===== src/design/mws_serial_sqrt.sv =====
// digit-by-digit integer square root, two radicand bits per cycle
// no dependencies; result truncates
module mws_serial_sqrt #(
    parameter int R = 23
) (
    input  logic             clk,
    input  logic             rst_n,
    input  logic             start,
    input  logic [2*R-1:0]   radicand,
    output logic             busy,
    output logic [R-1:0]     root
);

    localparam int CNT_W = $clog2(R);

    logic [2*R-1:0]   rad_reg, rad_next;
    logic [R+1:0]     rem_reg, rem_next;
    logic [R-1:0]     root_reg, root_next;
    logic [CNT_W-1:0] cnt_reg, cnt_next;
    logic             busy_reg, busy_next;
    logic [R+3:0]     rem_sh;
    logic [R+3:0]     trial;
    logic             ge;

    always_comb
    begin
        rem_sh    = {rem_reg, rad_reg[2*R-1:2*R-2]};
        trial     = {2'b00, root_reg, 2'b01};
        ge        = (rem_sh >= trial);
        rad_next  = rad_reg;
        rem_next  = rem_reg;
        root_next = root_reg;
        cnt_next  = cnt_reg;
        busy_next = busy_reg;
        if (start)
        begin
            rad_next  = radicand;
            rem_next  = '0;
            root_next = '0;
            cnt_next  = '0;
            busy_next = 1'b1;
        end
        else if (busy_reg)
        begin
            rad_next  = {rad_reg[2*R-3:0], 2'b00};
            rem_next  = ge ? (R+2)'(rem_sh - trial) : (R+2)'(rem_sh);
            root_next = {root_reg[R-2:0], ge};
            cnt_next  = cnt_reg + CNT_W'(1);
            if (cnt_reg == CNT_W'(R - 1))
            begin
                busy_next = 1'b0;
            end
        end
    end

    always_ff @(posedge clk or negedge rst_n)
    begin
        if (!rst_n)
        begin
            rad_reg  <= '0;
            rem_reg  <= '0;
            root_reg <= '0;
            cnt_reg  <= '0;
            busy_reg <= 1'b0;
        end
        else
        begin
            rad_reg  <= rad_next;
            rem_reg  <= rem_next;
            root_reg <= root_next;
            cnt_reg  <= cnt_next;
            busy_reg <= busy_next;
        end
    end

    assign busy = busy_reg;
    assign root = root_reg;

endmodule


===== config.mk =====
export PLATFORM = sky130hd
export DESIGN_NAME = mws_serial_sqrt
export DESIGN_NICKNAME = d
export VERILOG_FILES = /design/src/design/mws_serial_sqrt.sv
export SDC_FILE = /design/constraint.sdc
export NUM_CORES = 1
export LEC_CHECK = 0
export ABC_AREA = 0
export BUFFER_PORTS_ARGS = -buffer_cell sky130_fd_sc_hd__buf_2
export CAP_MARGIN = 0
export CORE_MARGIN = 5
export CORE_UTILIZATION = 30
export DETAILED_ROUTE_END_ITERATION = 10
export PLACE_DENSITY = 0.54
export SLEW_MARGIN = 15
export SYNTH_ARGS = -nofsm -noshare
export SYNTH_HDL_FRONTEND = slang
export SYNTH_SLANG_ARGS = --single-unit

===== constraint.sdc =====
create_clock -name clk -period 3.6 [get_ports clk]
set_input_delay 0.54 -clock clk [delete_from_list [all_inputs] [get_ports clk]]
set_output_delay 0.54 -clock clk [all_outputs]
set_load 0.02 [all_outputs]

# Yosys cells after proc, flatten, opt, wreduce, memory -nomap -nowiden
# Cells that the tools add are included.
# word_totals
ff_bits	100
inputBits	49
out_inout_bits	24
elab_cells	22
# op_classes
addsub	2
order_cmp	1
eq_ne	1
n_mux	12
reduce_logical	1
# op_table
op	count
$mux W46	2
$mux W25	3
$mux W23	2
$ge A27 B25 Y1	1
$sub A25 B25 Y25	1
$mux W5	2
$add A5 B1 Y5 const B	1
$eq A5 B5 Y1 const B	1
$mux W1	3
$reduce_bool A2 Y1	1

# Depth between registers and ports, before layout
# depth
word_depth	4
depth_mapped	13
ltp_nobuf	10

# Worst setup path after synthesis
# Ideal clock, no wire load.
# synth_path
path_kind	register to register
from	reg root_reg[17] (netlist: root[17])
to	reg rem_reg[2]
setup_ns	0.094
t_arrival_ns	2.581
required_time_ns	3.506
setup_slack_ns	0.925
path_stages_with_launch	14
path_buffers	3
synth_period_minus_slack_ns	2.675
cell_sequence	dfrtp_1 inv_1 ha_1 and2_1 buf_4 nand4_1 or2_1 o21ai_1 a221o_1 a31o_4 buf_12 buf_12 mux2i_1 a211oi_1
# synth_between
elab_chain_len	4
# synth_rtl
item	line_no	source
from (decl)	18	logic [R-1:0] root_reg, root_next;
from (signal assigned)	70	root_reg <= root_next;
$ge A27 B25 Y1	29	ge = (rem_sh >= trial);
$mux W25	46	rem_next = ge ? (R+2)'(rem_sh - trial) : (R+2)'(rem_sh);
$mux W25	43	else if (busy_reg)
$mux W25	35	if (start)
to (signal assigned)	69	rem_reg <= rem_next;
to (decl)	17	logic [R+1:0] rem_reg, rem_next;
# Every way passes these cells. The select of a mux whose other input is x is not followed.
# A chain may end at the register's enable or synchronous reset.

# Final worst setup path
# layout_path
from	reg root_reg[10] (netlist: root[10])
to	reg rem_reg[24]
# layout_between
elab_chain_len	4
elab_cells_between_ends	5
cone_classes	1 x add/sub; 1 x order compare; 3 x mux
# layout_rtl
item	line_no
$sub A25 B25 Y25 or $ge A27 B25 Y1 (tied branches)	46, 29
$mux W25 *	46
$mux W25 *	43
$mux W25 *	35
# Mark *: on every way between the ends. The rest lies on a longest branch, timed or not. The select of a mux whose other input is x is not followed.

==> results.cfg <==
[sta]
skew_ps = 10.00
setup_viol = 0
relSlewSlack = 0.5482
tightest_slew_ps = 677.6
min_period_ps = 2851
fmax_mhz = 350.8
fin_setup_tns_ps = 0
fin_crit_sh = 0.7918
hold_viol_final = 0
final-max-slew-violation-count = 0
rsz0062_at_grt = no
fin_hold_ws_ps = 218.8

[routing]
wl_per_cell_um = 13.77
num_vias = 4576
first_iter_violations = 207
antenna_left = 0
vias_per_cell = 4.747
totalWireLength_um = 13270
drc = 0
drt_first_pass_iters = 4

[worst_setup_path]
cp_data_arrival_time_ps = 3120
r2r_slack_ps = 750
path_class = flop to flop
crit_required_ps = 3870
end_kind = flop
worst-path-max-fanout = 6
cp-start-kind = flop

[power]
ir_drop_mv = 0.2674
pwr-share-comb = 0.501
swShare = 0.4068
clock_power_share = 0.208
seq_power_share = 0.292
p_int_mw = 2.885
p_sw_mw = 1.978
p_leak_nw = 3.646
pwr_density_cell_nw_per_um2 = 703.9

[clock_network]
holdBufCountCts = 0
clkLatencyLatePin_ps = 360
cts_root_buf = clkbuf_16
cts_tree = built
cts_buffers = 9
cts_resized = 0
h-tree-depth = 3
cts.sinks = 100
cts.path.max_buffers = 2
post-cts-setup-buffers = 0
path_clk_slew_ps = 80

[layout]
layout.nets = 770
areaGrowthSynthToFinish_pct = 14.90
antenna_cells = 0
drive_above_1_share = 0.1531
final_cell_mix = dfrtp_1 (99), mux2i_1 (84), buf_2 (70)
layout_commonest_cell = dfrtp_1
largest_register_ffs = 46
final_core_util = 0.3526
final_cells = 964
fillers = 2082

[yosys]
syn_avg_cell_area_sq_um = 9.394
synthSimpleGateAreaFrac = 0.1434
synth_seq_cells = 100
ys_top_cells_by_area = dfrtp_1 (42%), mux2i_1 (14%), ha_1 (5.6%)
synth_ff_type = dfrtp_1
yosysUniqueCellTypes = 54
syn_area_sq_um = 6012
synth_top_family_by_area = compound AO/OA/AOI/OAI gates
synth_area_leader_cell = dfrtp_1
muxShareOfSynthArea = 0.1399
synth_nets = 716
synthArstFlopShare = 1.000
synth_xor_area_frac = 0.03205
seq_area_frac_synth = 0.4162
synth_compound_area_frac = 0.1619
synth-adder-area-share = 0.05619
synth_top_area_share = 0.4162
yosys_warnings = 0
synth_edf_count = 0
synthCells = 640

[global_route]
grt_overflow_total = 0
antenna_found_initial = 0
grt_max_degree = 52
grt_pass1_wl_um = 23090
grt_usage = 0.1237
grt_pass1_vias = 4716

[die]
die_h_um = 151.6
fp.coreArea_sq_um = 19590
rows = 51
num_io_pins = 73
die_w_um = 151.6
start_util = 0.3069
die_area_sq_um = 22970

[placement]
dp.cells = 948
dpl.hpwl_um = 9470
portBuffers = 72
gp_congestion = 0.7899

[hold_path]
hold_path_class = primary input to async pin

[run_status]
status = finished clean

[job]
cap_violations = 0
==> metrics by stage <==
step / instance area (sq um) / total power [mW] / worst slack [ps]
2_1_floorplan: 6012 / 3.485 / 924.7
3_3_place_gp: 6594 / 3.890 / 750.7
3_5_place_dp: 6594 / 3.889 / 759.0
4_1_cts: 6908 / 4.932 / 742.2
5_1_grt: 6908 / 5.308 / 379.2
6_report: 6908 / 4.862 / 749.4
==> cell type report <==
cell class / count / area [sq um] / share of cell area
well taps: 265 / 331.6 / 0.04800
repair buffers: 81 / 432.9 / 0.06267
inverters: 31 / 116.4 / 0.01684
clock buffers: 9 / 225.2 / 0.03260
clock inverters: 7 / 88.84 / 0.01286
multi-input cells: 471 / 3207 / 0.4642
flip-flops and latches: 100 / 2506 / 0.3628
==> worst max-delay path, cell delays in order, from the launching register on <==
cell	delay, ps
dfrtp_1	400
inv_1	60
ha_1	370
a21oi_1	220
o21a_1	240
o211ai_1	140
o21ai_2	210
a31oi_4	140
a31oi_1	570
nand2_1	140
a311oi_2	270
==> Yosys cell counts, types with 4 or more instances <==
master    instances
nand3_1          12
nor2_1           69
ha_1             27
a211oi_1         19
dfrtp_1         100
buf_1             7
clkbuf_1         27
xor2_1           11
and3_1            6
a311oi_1          4
o21ai_0          55
nand2_1          62
xnor2_1          11
mux2i_1          84
a21oi_1          21
nand2b_1          6
nor4_1            8
o21a_1            5
a31oi_1           4
inv_1            31
a21o_1           10
nor3_1            8
or3_1             4
==> power by group through the flow <==
stage / combinational (mW) / sequential [mW] / clock [mW]
2_1_floorplan: 2.07 / 1.42 / 0
4_1_cts: 2.46 / 1.42 / 1.05
3_3_place_gp: 2.44 / 1.45 / 0
3_5_place_dp: 2.44 / 1.45 / 0
5_1_grt: 2.77 / 1.45 / 1.09
6_report: 2.43 / 1.42 / 1.01
==> final timing paths <==
kind                                           endpoint                    start  depth (start not counted)
worst max register to register  rem_reg[24]$_DFFE_PN0P_     root[10]$_DFFE_PN0P_                         10
max in group asynchronous           root[1]$_DFFE_PN0P_                    rst_n                          2
min in group clk                 rad_reg[2]$_DFFE_PN0P_              radicand[2]                          3
worst min-delay path               root[12]$_DFFE_PN0P_                    rst_n                          1
worst max-delay path            rem_reg[24]$_DFFE_PN0P_     root[10]$_DFFE_PN0P_                         10
worst min register to register  rem_reg[22]$_DFFE_PN0P_  rem_reg[22]$_DFFE_PN0P_                          1
==> metal layers <==
metal / vias to the layer above / GRT usage / part of all wire
li1: 2379 / - / -
met1: 2097 / 0.1772 / 0.51
met2: 91 / 0.1863 / 0.43
met3: 9 / 0.03183 / 0.049
met4: 0 / 0.03100 / 0.011
met5: - / 0 / 0
==> cells by family (layout without fill, tap and decap cells) <==
logic type	Yosys count	count (layout)
xor gates and xnor gates	22	22
muxes	84	84
DFF	100	100
buffers and inverters	69	128
and+or+nand+nor	192	192
AOI/OAI and AO/OA	146	146
adders and majority gates	27	27
(Power assumes the default switching activity.)
