<file path="src/design/mws_serial_mul.sv">
// bit-serial shift-add multiplier, one multiplier bit per cycle
// no dependencies; used by moving_window_mean_std_top
module mws_serial_mul #(
    parameter int AW = 16,
    parameter int BW = 16
) (
    input  logic                 clk,
    input  logic                 rst_n,
    input  logic                 start,
    input  logic [AW-1:0]        a,
    input  logic [BW-1:0]        b,
    output logic                 busy,
    output logic [AW+BW-1:0]     product
);

    localparam int CNT_W = $clog2(AW);

    logic [AW+BW-1:0] p_reg, p_next;
    logic [BW-1:0]    b_reg, b_next;
    logic [CNT_W-1:0] cnt_reg, cnt_next;
    logic             busy_reg, busy_next;
    logic [BW:0]      add;

    always_comb
    begin
        add       = {1'b0, p_reg[AW+BW-1:AW]} + (p_reg[0] ? {1'b0, b_reg} : '0);
        p_next    = p_reg;
        b_next    = b_reg;
        cnt_next  = cnt_reg;
        busy_next = busy_reg;
        if (start)
        begin
            p_next    = {{BW{1'b0}}, a};
            b_next    = b;
            cnt_next  = '0;
            busy_next = 1'b1;
        end
        else if (busy_reg)
        begin
            p_next   = {add, p_reg[AW-1:1]};
            cnt_next = cnt_reg + CNT_W'(1);
            if (cnt_reg == CNT_W'(AW - 1))
            begin
                busy_next = 1'b0;
            end
        end
    end

    always_ff @(posedge clk or negedge rst_n)
    begin
        if (!rst_n)
        begin
            p_reg    <= '0;
            b_reg    <= '0;
            cnt_reg  <= '0;
            busy_reg <= 1'b0;
        end
        else
        begin
            p_reg    <= p_next;
            b_reg    <= b_next;
            cnt_reg  <= cnt_next;
            busy_reg <= busy_next;
        end
    end

    assign busy    = busy_reg;
    assign product = p_reg;

endmodule

</file>
<file path="config.mk">
export PLATFORM = sky130hd
export DESIGN_NAME = mws_serial_mul
export DESIGN_NICKNAME = d
export VERILOG_FILES = /design/src/design/mws_serial_mul.sv
export SDC_FILE = /design/constraint.sdc
export NUM_CORES = 1
export LEC_CHECK = 0
export ABC_AREA = 1
export BUFFER_PORTS_ARGS = -buffer_cell sky130_fd_sc_hd__buf_2
export CAP_MARGIN = 5
export CORE_MARGIN = 1
export CORE_UTILIZATION = 23
export CTS_CLUSTER_DIAMETER = 120
export DETAILED_ROUTE_END_ITERATION = 8
export PLACE_DENSITY = 0.41
export SYNTH_ARGS = -nofsm -noshare
export SYNTH_HDL_FRONTEND = slang
export SYNTH_SLANG_ARGS = --single-unit
</file>
<file path="constraint.sdc">
create_clock -name clk -period 4.6 [get_ports clk]
set_input_delay 0.23 -clock clk [delete_from_list [all_inputs] [get_ports clk]]
set_output_delay 0.23 -clock clk [all_outputs]
set_load 0.01 [all_outputs]
</file>
; After elaboration in Yosys (flattened, before gate mapping)
; Cells that the tools add are included.
[classes]
muxes = 8
eq_ne = 1
n_reduce_logical = 1
addsub = 2
[op_table]
columns = cell, count
row1 = 32-bit two-way mux, 2
row2 = 16-bit by 16-bit adder with 17-bit output, 1
row3 = 16-bit two-way mux, 1
row4 = 4-bit two-way mux, 2
row5 = 4-bit by 1-bit adder with 4-bit output (second input constant), 1
row6 = 4-bit == test (second input constant), 1
row7 = 1-bit two-way mux, 3
row8 = 2-bit nonzero test, 1
[totals]
out_inout_bits = 33
register_bits = 53
word_cells = 16
input_bits = 35

; Depth between registers and ports, before layout
[depth]
word_depth = 4
mapped_depth = 16
depth_no_buf = 14

; Least setup slack after synthesis
; OpenSTA, ideal clock, no wires.
[synth_path]
kind = register to register
start = register p_reg[0], in the netlist product[0]
end = register p_reg[27], in the netlist product[27]
period_less_slack_ps = 2178
stages_incl_launch_ff = 16
required_time_ps = 4483
slack_ps = 2422
n_path_buf = 2
arrival_ps = 2061
setup_ps = 117
path_cell_list = dfrtp_1 > clkbuf_1 > buf_2 > nand2_1 > inv_1 > ha_1 > inv_1 > fa_1 > inv_1 > nand3_1 > nand3_1 > nand3_1 > nand3_2 > nand2_1 > nand3_1 > nand2_1
[synth_via]
elab_chain_len = 4
[synth_lines]
columns = element, line
row1 = "start, declared", 18  ; logic [AW+BW-1:0] p_reg, p_next;
row2 = "start signal, assigned", 60  ; p_reg <= p_next;
row3 = 16-bit two-way mux, 26  ; add = {1'b0, p_reg[AW+BW-1:AW]} + (p_reg[0] ? {1'b0, b_reg} : '0);
row4 = 16-bit by 16-bit adder with 17-bit output, 26
row5 = 32-bit two-way mux, 38  ; else if (busy_reg)
row6 = 32-bit two-way mux, 31  ; if (start)
; Every way passes these cells. The select of a mux whose other input is x is not followed.
; A chain may end at the register's enable or synchronous reset.

; Worst setup path after layout
[layout_path]
start = register p_reg[0], in the netlist product[0]
end = register p_reg[31], in the netlist product[31]
; Same word-level chain as after synthesis.

==> results summary <==
The period utilization is 49.5%. sky130_fd_sc_hd__dfrtp_1 takes more of the synthesized area than any other cell. For the worst-skew pair, the clock arrives at the later sink with an insertion delay of 0.30 ns. The worst max-slew margin expressed relative to the limit is 50.7%. The overall track demand over capacity in global routing came out at 13.3%. The count of antenna diodes in the layout came out at 0. The total count of max-transition violations in the final report is 0. The final hold violation count is 0. The number of nets still failing antenna checks after routing came out at 0. For this run, the leading register cell type out of synthesis is sky130_fd_sc_hd__dfrtp_1. The total detailed-routing wirelength came out at 8780 um. The horizontal extent of the die came out at 120 um. After floorplanning, the core was sized to cover 0.0134 mm2. The filler cell count is 1,500.

The average footprint of a synthesized cell is 7.19 um2. The H-tree depth is 2. The power density of the placed cells is 323 mW/mm2.

The initial utilization of the core area, before any placement, comes to 23.8%. The kind of cell with the highest combined delay on the critical path is simple AND/OR/NAND/NOR gates. The number of gates resized after cts is 0. Static timing analysis puts the maximum clock frequency at 0.439 GHz. Dividing the detail-routed wire length by the instance count gives 12.9 um. In this run the worst hold path is classified as in -> async. The height of the die is 120 um.

Setup total negative slack on the finished layout was measured at 0 ns. The number of buffers inserted by hold repair at cts came out at 0. The top fanout value on the critical path is 18.

The source of the worst register-to-register timing path is product[0]. The final global-route overflow total is 0. The combined area of all synthesized cells came out at 0.00319 mm2.

The final setup skew came out at 0.0106 ns. The worst setup path is launched from a flip-flop. The clock-pin slew on the worst setup and hold paths came out at 0.08 ns.

Synthesis produced a netlist with a net count of 497. The data arrival at the endpoint of the critical path came out at 2.51 ns. The die covers 0.0144 mm2. After synthesis, the cell types taking the most area are sky130_fd_sc_hd__dfrtp_1, sky130_fd_sc_hd__nand2_1, sky130_fd_sc_hd__inv_1. The number of CTS-inserted buffers is 5. The number of buffers and inverters on the critical path is 3. After the first detailed-routing iteration, the DRC count stood at 137.

The via count of the first global-routing pass came out at 2,958. The slew at the pin closest to its max-slew limit came out at 0.738 ns. The number of rows created at floorplan is 42. The most numerous cell in the Yosys netlist is sky130_fd_sc_hd__nand2_1. The first-pass GRT wire length is 15,100 um. The portion of synthesized cell area occupied by the leading cell type came out at 41.6%. The initial antenna violation count is 0. The flow ran to the end, and the final reports show no timing, DRC or antenna violations. The post-route netlist has 17.4% of its cells at a drive strength greater than 1. In this run the worst setup path begins at product[0]. The number of iterations in the first detailed-routing pass is 4. In the synthesized netlist, the cells that appear most often are sky130_fd_sc_hd__nand2_1, sky130_fd_sc_hd__inv_1, sky130_fd_sc_hd__dfrtp_1.

The area growth from synthesis to final layout is 20.2%. The clock period minus final worst setup slack is 2.28 ns. The category of the worst setup path capture point is a flip-flop.

The number of DRC violations after detailed routing is 0. The power after layout came out at 0.00124 W. IR analysis of the VDD net gives a maximum drop of 0.149 mV. For this design, the slowest cell found on the critical path is sky130_fd_sc_hd__dfrtp_1. The total number of nets in the final design came out at 558. The instance area after placement is 0.00368 mm2. The TritonCTS clock tree is yes.

Once placement completed, the tool counted placed cells totaling 674. The cell area after layout came out at 0.00384 mm2. The total clock sinks came out at 53. The number of top-level design ports is 68. Across the run, the number of max-cap violations was 0. The number of standard cells in the layout, taps in and fillers out came out at 682. The synthesized design contains 53 register bits. The type of the worst setup path is reg -> reg. Walking the worst path, the cells encountered are nand2_1 > inv_1 > ha_1 > inv_1 > fa_1 > inv_1 > nand3_1 > nand3_1 > nand3_1 > nand3_2 > nand2_1 > nand2_1 > nand2_1 > nand2_1. At the end of the flow the core is filled with cells to 28.6%. The number of input and output port buffers inserted came out at 67.

The placed wire-length estimate came out at 6500 um. Once the clock tree was built, the setup fixing pass inserted 0 buffers. The clock passes through at most 2 buffers.

The detailed-route vias per instance is 4.20. The length in cells of the worst reg-to-reg path is 14. The weighted congestion reported at the end of routability-driven placement came out at 0.755.

The number of synthesized flops with an enable pin is 0. In this run the clock root is driven by a sky130_fd_sc_hd__clkbuf_16. Setup repair after global routing left no endpoint under its margin.

The sequential cell area fraction in the yosys report is 41.6%. The number of setup violations in the final report is 0. The cell that appears most often on the critical path is sky130_fd_sc_hd__nand2_1. Synthesis produced a netlist whose cell count is 444. For this block, the via count after detailed routing is 2,866. The endpoint of the worst register-to-register path is product[31]. The setup check on the worst reg-to-reg path leaves a slack of 2.32 ns. The register with the most flip-flops in the layout has 32 of them. The share of async-settable or async-resettable flops after synthesis came out at 100%.

The data required time at the worst endpoint came out at 4.84 ns. The count of yosys warnings during synthesis came out at 0. Entering global routing, the biggest net connects 54 pins. For this design the static power due to leakage is 2.25 nW. The number of distinct library cells after synthesis is 34. The delay contributed by the slowest stage of the critical path is 0.70 ns.
worst max path at each step:
stage,slack [ns],to,depth (start not counted)
2_1_floorplan,2.42,product[27],15
3_3_place_gp,2.39,product[31],14
3_5_place_dp,2.32,product[27],13
4_1_cts,2.30,product[27],13
5_1_grt,2.03,product[31],14
6_report,2.32,product[31],14
placed cells by master, fill, tap and decap left out, types with 2 or more instances in the layout:
master,count
sky130_fd_sc_hd__nand3_1,18
sky130_fd_sc_hd__nor2_4,2
sky130_fd_sc_hd__nand3b_1,2
sky130_fd_sc_hd__nand4_1,2
sky130_fd_sc_hd__nor3_2,2
sky130_fd_sc_hd__o221ai_1,10
sky130_fd_sc_hd__dfrtp_1,53
sky130_fd_sc_hd__buf_2,67
sky130_fd_sc_hd__o21ai_0,10
sky130_fd_sc_hd__o211ai_1,2
sky130_fd_sc_hd__nand2_2,2
sky130_fd_sc_hd__inv_2,3
sky130_fd_sc_hd__a21oi_1,13
sky130_fd_sc_hd__inv_1,73
sky130_fd_sc_hd__clkbuf_16,5
sky130_fd_sc_hd__ha_1,17
sky130_fd_sc_hd__o22ai_1,4
sky130_fd_sc_hd__nor2_1,14
sky130_fd_sc_hd__nand2_1,189
sky130_fd_sc_hd__xnor2_1,2
report_power, final:
| part | internal (W) | switching (W) | total (W) |
|---|---|---|---|
| Clock | 0.000210 | 0.000202 | 0.000411 |
| Sequential | 0.000512 | 0.0000404 | 0.000552 |
| Combinational | 0.000104 | 0.000170 | 0.000275 |
| Total | 0.000826 | 0.000412 | 0.00124 |
layout make-up:
cell class                 count  area, um2  area share, %
clock buffer                   5        125           3.26
clock inverter                 3       28.8          0.750
inverter                      76        285           7.44
multi-input combinational    301       1510           39.3
sequential                    53       1330           34.6
tap                          176        220           5.74
timing repair buffer          68        343           8.94
metrics by stage:
step	hold slack, ns	setup slack (ns)
final	0.0425	2.32
after CTS	0.0972	2.30
after global routing	0.128	2.03
after detailed placement	0.425	2.32
after floorplan	-0.0656	2.42
after global placement	0.433	2.39
metal layers:
metal / GRT usage (%) / up-vias / routed length [um]
met1: 18.2 / 1313 / 4470
met3: 2.04 / 8 / 225
met4: 3.98 / 0 / 142
met5: 0 / - / 0
li1: - / 1502 / -
met2: 21.4 / 43 / 3950
cells by family (layout without fill, tap and decap cells):
| group | count (synthesis) | in the layout | synth area share, % |
|---|---|---|---|
| AOI/OAI and AO/OA | 44 | 44 | 8.78 |
| xor gates and xnor gates | 3 | 3 | 0.823 |
| adders and majority gates | 18 | 18 | 7.29 |
| buffers and inverters | 90 | 152 | 11.2 |
| DFF | 53 | 53 | 41.6 |
| and+or+nand+nor | 236 | 236 | 30.3 |
Note: power is estimated with default switching activity, not from simulation.
