<file path="src/design/mws_serial_div.sv">
// restoring divider, one quotient bit per cycle
// expects dividend >> Q_W to be below the divisor; no dependencies
module mws_serial_div #(
    parameter int DVS_W = 9,
    parameter int Q_W   = 24
) (
    input  logic                   clk,
    input  logic                   rst_n,
    input  logic                   start,
    input  logic [DVS_W+Q_W-1:0]   dividend,
    input  logic [DVS_W-1:0]       divisor,
    output logic                   busy,
    output logic [Q_W-1:0]         quotient
);

    localparam int CNT_W = $clog2(Q_W);

    logic [DVS_W-1:0] rem_reg, rem_next;
    logic [DVS_W-1:0] dvs_reg, dvs_next;
    logic [Q_W-1:0]   quo_reg, quo_next;
    logic [CNT_W-1:0] cnt_reg, cnt_next;
    logic             busy_reg, busy_next;
    logic [DVS_W:0]   shifted;
    logic [DVS_W+1:0] diff;
    logic             ge;

    always_comb
    begin
        shifted   = {rem_reg, quo_reg[Q_W-1]};
        diff      = {1'b0, shifted} - {2'b00, dvs_reg};
        ge        = !diff[DVS_W+1];
        rem_next  = rem_reg;
        dvs_next  = dvs_reg;
        quo_next  = quo_reg;
        cnt_next  = cnt_reg;
        busy_next = busy_reg;
        if (start)
        begin
            rem_next  = dividend[DVS_W+Q_W-1:Q_W];
            quo_next  = dividend[Q_W-1:0];
            dvs_next  = divisor;
            cnt_next  = '0;
            busy_next = 1'b1;
        end
        else if (busy_reg)
        begin
            rem_next = ge ? diff[DVS_W-1:0] : shifted[DVS_W-1:0];
            quo_next = {quo_reg[Q_W-2:0], ge};
            cnt_next = cnt_reg + CNT_W'(1);
            if (cnt_reg == CNT_W'(Q_W - 1))
            begin
                busy_next = 1'b0;
            end
        end
    end

    always_ff @(posedge clk or negedge rst_n)
    begin
        if (!rst_n)
        begin
            rem_reg  <= '0;
            dvs_reg  <= '0;
            quo_reg  <= '0;
            cnt_reg  <= '0;
            busy_reg <= 1'b0;
        end
        else
        begin
            rem_reg  <= rem_next;
            dvs_reg  <= dvs_next;
            quo_reg  <= quo_next;
            cnt_reg  <= cnt_next;
            busy_reg <= busy_next;
        end
    end

    assign busy     = busy_reg;
    assign quotient = quo_reg;

endmodule

</file>
<file path="config.mk">
export PLATFORM = sky130hd
export DESIGN_NAME = mws_serial_div
export DESIGN_NICKNAME = d
export VERILOG_FILES = /design/src/design/mws_serial_div.sv
export SDC_FILE = /design/constraint.sdc
export NUM_CORES = 1
export LEC_CHECK = 0
export ABC_AREA = 0
export BUFFER_PORTS_ARGS = -buffer_cell sky130_fd_sc_hd__buf_2
export CORE_ASPECT_RATIO = 1.4
export CORE_UTILIZATION = 52
export DETAILED_ROUTE_END_ITERATION = 8
export PLACE_DENSITY = 0.8
export SLEW_MARGIN = 25
export SYNTH_ARGS = -nofsm -noshare
export SYNTH_HDL_FRONTEND = slang
export SYNTH_SLANG_ARGS = --single-unit
</file>
<file path="constraint.sdc">
create_clock -name clk -period 3.6 [get_ports clk]
set_clock_uncertainty 0.2 [all_clocks]
set_input_delay 0.72 -clock clk [delete_from_list [all_inputs] [get_ports clk]]
set_output_delay 0.72 -clock clk [all_outputs]
set_load 0.005 [all_outputs]
</file>
# Word-level counts from Yosys, hierarchy flattened
# Index checks and enable logic that the tools add are counted.
totals:
  out_inout_bits: 25
  elab_cells: 20
  register_bits: 48
  in_bits: 45
op_classes:
  reduce_logical: 2
  n_mux: 10
  eq_ne: 1
  n_addsub: 2
ops:
  columns: ["op", "count"]
  rows:
  - ["2-to-1 mux 24 bit", 2]
  - ["2-to-1 mux 9 bit", 3]
  - ["subtractor 10 x 9 -> 11 bit", 1]
  - ["2-to-1 mux 5 bit", 2]
  - ["adder 5 x 1 -> 5 bit (second input constant)", 1]
  - ["== test 5 bit (second input constant)", 1]
  - ["2-to-1 mux 1 bit", 3]
  - ["nonzero test 2 bit", 1]
  - ["logical NOT 1 bit", 1]

# Longest topological paths before layout
logic_depth:
  depth_word: 4
  depth_mapped: 11
  mapped_depth_nobuf: 10

# Least setup slack after synthesis
# OpenSTA, ideal clock, no wires.
synth_timing:
  kind: "register to register"
  start: "reg quo_reg[23], in the netlist quotient[23]"
  end: "reg rem_reg[0]"
  stages_incl_launch_ff: 11
  n_path_buf: 0
  required_ns: 3.317
  slack_ns: 0.928
  arrival_ns: 2.389
  synth_period_minus_slack_ns: 2.672
  setup_ns: 0.083
  cell_sequence: "dfrtp_1 > inv_1 > ha_1 > inv_1 > fa_1 > a211oi_2 > nor2_1 > a41o_1 > a211oi_4 > mux2_2 > o21ai_0"
synth_via:
  elab_chain_len: 4
synth_lines:
  columns: ["element", "line", "text"]
  rows:
  - ["from (decl)", "20", "logic [Q_W-1:0] quo_reg, quo_next;"]
  - ["from (signal assigned)", "71", "quo_reg <= quo_next;"]
  - ["subtractor 10 x 9 -> 11 bit", "30", "diff = {1'b0, shifted} - {2'b00, dvs_reg};"]
  - ["2-to-1 mux 9 bit (*)", "47", "rem_next = ge ? diff[DVS_W-1:0] : shifted[DVS_W-1:0];"]
  - ["2-to-1 mux 9 bit (*)", "45", "else if (busy_reg)"]
  - ["2-to-1 mux 9 bit (*)", "37", "if (start)"]
  - ["to (signal assigned)", "69", "rem_reg <= rem_next;"]
  - ["to (decl)", "18", "logic [DVS_W-1:0] rem_reg, rem_next;"]
# Every way passes the cells marked *; elsewhere a longest branch is shown, timed or not. The select of a mux whose other input is x is not followed.
# A chain may end at the register's enable or synchronous reset.

# Final worst setup path
layout_timing:
  start: "reg quo_reg[23], in the netlist quotient[23]"
  end: "reg rem_reg[7]"
layout_via:
  elab_chain_len: 4
layout_lines:
  columns: ["element", "line"]
  rows:
  - ["subtractor 10 x 9 -> 11 bit", "30"]
  - ["2-to-1 mux 9 bit", "47"]
  - ["2-to-1 mux 9 bit", "45"]
  - ["2-to-1 mux 9 bit", "37"]
# No other way between the ends. The select of a mux whose other input is x is not followed.

==> reports/qor.yml <==
status:
  status: "finished clean"
clock_tree:
  clkTransAtPathRegs_ns: 0.09
  hold_buffers: 0
  cts_htree_levels: 2
  cts_tree: "built"
  clk_latency_ns: 0.30
  cts_inserted_buffers: 5
  cts_resized: 0
  clockBufferDepth: 2
  cts_sinks: 48
  root_buffer: "clkbuf_8"
  cts_setup_buffers: 0
hold_path:
  hold_class: "input pin to asynchronous set/reset pin"
layout:
  nets: 382
  area_growth_pct: 18.9
  drive_above_1_share_pct: 26.9
  instances_no_fill: 389
  multiInputGateArea_um2: 1260
  design_area_um2: 3060
  largest_reg_flops: 24
  nFillCells: 427
  num_antenna_cells: 0
  ff_latch_area_um2: 1200
floorplan:
  ioPinCount: 70
  fp.dieW_um: 61.4
  start_util_pct: 55.4
  die_area_um2: 5230
  placementRows: 29
  core-area_um2: 4640
  die_h_um: 85.2
pwr:
  clock_power_share_pct: 19.9
  ir_drop_mv: 0.306
  p_int_mw: 1.08
  p_sw_mw: 0.570
  leakagePower_nw: 1.61
  p_sw_share_pct: 34.5
  seqPwrFrac_pct: 41.9
  p_per_area_nw_per_um2: 541
  power_frac_comb_pct: 38.2
synthesis:
  syn_inst: 261
  synth-seq-area-share_pct: 46.7
  synth_nets: 317
  yosysWarnings: 0
  syn-cell-area_um2: 2570
  ys_types: 34
  ys_ff_latch: 48
  syn_area_per_cell_um2: 9.85
global_route:
  grt_use_total_pct: 23.2
  use_met2_pct: 39.8
  grt_start_max_net_pins: 49
  busiest_layer: "met2"
  antenna_found_initial: 0
  grt_use_met3_pct: 5.18
  grt-ovfl-total: 0
  grt.met1_usage_pct: 27.8
  grt_pass1_vias: 2145
  grt_pass1_wl_um: 9160
timing:
  slew_violations: 0
  rsz0062_at_grt: "no"
  slew_headroom_pct: 60.1
  post-route-period-util_pct: 82.6
  min_period_ns: 2.97
  final-setup-viol-count: 0
  setup_tns_ns: 0
  fmax_ghz: 0.336
  worstMarginPinSlew_ns: 0.599
  finalHoldViolations: 0
placed_design:
  portBuffers: 69
  placed_area_um2: 2960
  place_inst: 381
  hpwl_um: 3820
  gp_congestion: 0.835
worst_setup_path:
  rr_startpoint: "quotient[23]"
  path_max_fanout: 9
  cp-start-kind: "flip-flop"
  cpPeakStageDelay_ns: 0.44
  r2r-end: "rem_reg[7]"
  cp-endpoint: "rem_reg[7]"
  cp-end-kind: "flip-flop"
  cp.arrival_ns: 2.95
  reg2reg_slack_ns: 0.63
  reg2reg_depth: 11
  slowest_stage: "fa_1"
  cp-startpoint: "quotient[23]"
  crit_chain: "inv_1 > ha_1 > inv_1 > fa_1 > a211oi_2 > nor2_1 > a41o_1 > a211oi_4 > buf_4 > mux2i_1 > o21ai_1"
  path_common_cell: "inv_1"
  required_ns: 3.58
  path_class: "flip-flop to flip-flop"
route:
  drc: 0
  postRouteAntennaNets: 0
  wl_um: 5400
  viasPerCell: 5.42
  wl_per_cell_um: 13.9
  first_iter_violations: 44
  num_vias: 2108
  drtPass1Iterations: 4
run:
  drv_cap: 0
## worst min path at each step
stage,depth (start not counted),end,slack (ns)
6_report,1,quotient[18],0.22
5_1_grt,1,quotient[16],0.26
4_1_cts,1,busy,0.24
3_5_place_dp,1,dvs_reg[0],0.32
3_3_place_gp,1,dvs_reg[0],0.30
2_1_floorplan,0,busy,0.22
## cell usage after synthesis (all sizes together)
| library cell | n | area (um^2) |
|---|---|---|
| a21o | 2 | 15.0 |
| ha | 10 | 125 |
| a21oi | 11 | 55.1 |
| buf | 7 | 33.8 |
| o211ai | 1 | 7.51 |
| mux2 | 2 | 22.5 |
| nor3 | 2 | 10.0 |
| or3 | 2 | 12.5 |
| inv | 11 | 41.3 |
| o31a | 1 | 8.76 |
| a211oi | 6 | 67.6 |
| a31oi | 1 | 6.26 |
| nand2 | 36 | 138 |
| nor2 | 11 | 41.3 |
| nand4 | 2 | 12.5 |
| fa | 1 | 20.0 |
| nor3b | 7 | 52.6 |
| xnor2 | 4 | 35.0 |
| nand4b | 1 | 8.76 |
| dfrtp | 48 | 1200 |
| xor2 | 6 | 52.6 |
| clkbuf | 8 | 30.0 |
| nor2b | 1 | 6.26 |
| a41o | 1 | 10.0 |
| mux2i | 30 | 300 |
| o21bai | 2 | 15.0 |
| o21a | 2 | 15.0 |
| o21ai | 44 | 220 |
| or4 | 1 | 7.51 |
## worst max-delay path: cells and delay by family, from the launching register on
kind                       cells  cell delay [ns]
AOI/OAI and AO/OA              4             0.94
muxes                          1             0.21
and+or+nand+nor                1             0.09
buffers and inverters          3             0.40
DFF                            1             0.41
adders and majority gates      2             0.61
## metal layers
layer | up-vias | share of wire, %
met5 | - | 0
met4 | 0 | 1.4
met3 | 7 | 5.0
met2 | 56 | 53
met1 | 1003 | 41
li1 | 1042 | -
## metrics by stage
| step | utilization, % | power [mW] | hold slack (ns) | setup slack, ns |
|---|---|---|---|---|
| floorplan | - | 1.17 | 0.224 | 0.928 |
| global placement | 63.8 | 1.31 | 0.298 | 0.752 |
| detailed placement | 63.8 | 1.33 | 0.319 | 0.644 |
| CTS | 65.8 | 1.67 | 0.242 | 0.625 |
| global route | 65.8 | 1.77 | 0.264 | 0.497 |
| finish | 65.8 | 1.65 | 0.218 | 0.626 |
## power groups by stage
stage,Clock [mW],Sequential (mW),Combinational [mW]
2_1_floorplan,0,0.688,0.483
3_3_place_gp,0,0.698,0.611
3_5_place_dp,0,0.703,0.630
4_1_cts,0.341,0.692,0.634
5_1_grt,0.360,0.703,0.702
6_report,0.329,0.693,0.632
## kinds of logic after synthesis
group / synth area share (%)
flip-flops: 46.7
buffers and inverters: 4.09
multiplexers: 12.6
AO/OA/AOI/OAI: 16.3
AND/OR/NAND/NOR: 11.2
adder cells (fa/ha/maj): 5.64
XOR/XNOR: 3.41
## cells in the final DEF (no fill, tap or decap), types with 2 or more instances in the layout
| cell type | Yosys | final |
|---|---|---|
| clkinv_2 | 0 | 2 |
| nor2_1 | 11 | 11 |
| a211oi_2 | 2 | 2 |
| buf_4 | 0 | 5 |
| nor3b_1 | 7 | 7 |
| inv_1 | 11 | 11 |
| xnor2_1 | 4 | 4 |
| o21ai_0 | 38 | 38 |
| nor3_1 | 2 | 2 |
| a211oi_1 | 3 | 3 |
| xor2_1 | 6 | 6 |
| dfrtp_1 | 48 | 47 |
| mux2i_1 | 30 | 30 |
| a21oi_1 | 11 | 11 |
| o21bai_1 | 2 | 2 |
| clkbuf_8 | 0 | 6 |
| a21o_1 | 2 | 2 |
| ha_1 | 10 | 10 |
| or3_1 | 2 | 2 |
| o21a_1 | 2 | 2 |
| buf_2 | 0 | 68 |
| mux2_2 | 2 | 2 |
| nand2_1 | 35 | 35 |
| nand4_1 | 2 | 2 |
| o21ai_1 | 6 | 6 |
## final cells by class
cell class,count,area share (%)
Clock buffer,6,2.70
Clock inverter,2,0.327
Inverter,11,1.35
Multi-Input combinational cell,187,41.4
Sequential cell,48,39.3
Tap cell,62,2.54
Timing Repair Buffer,73,12.4
No activity file was read; power rests on OpenSTA's default activity.
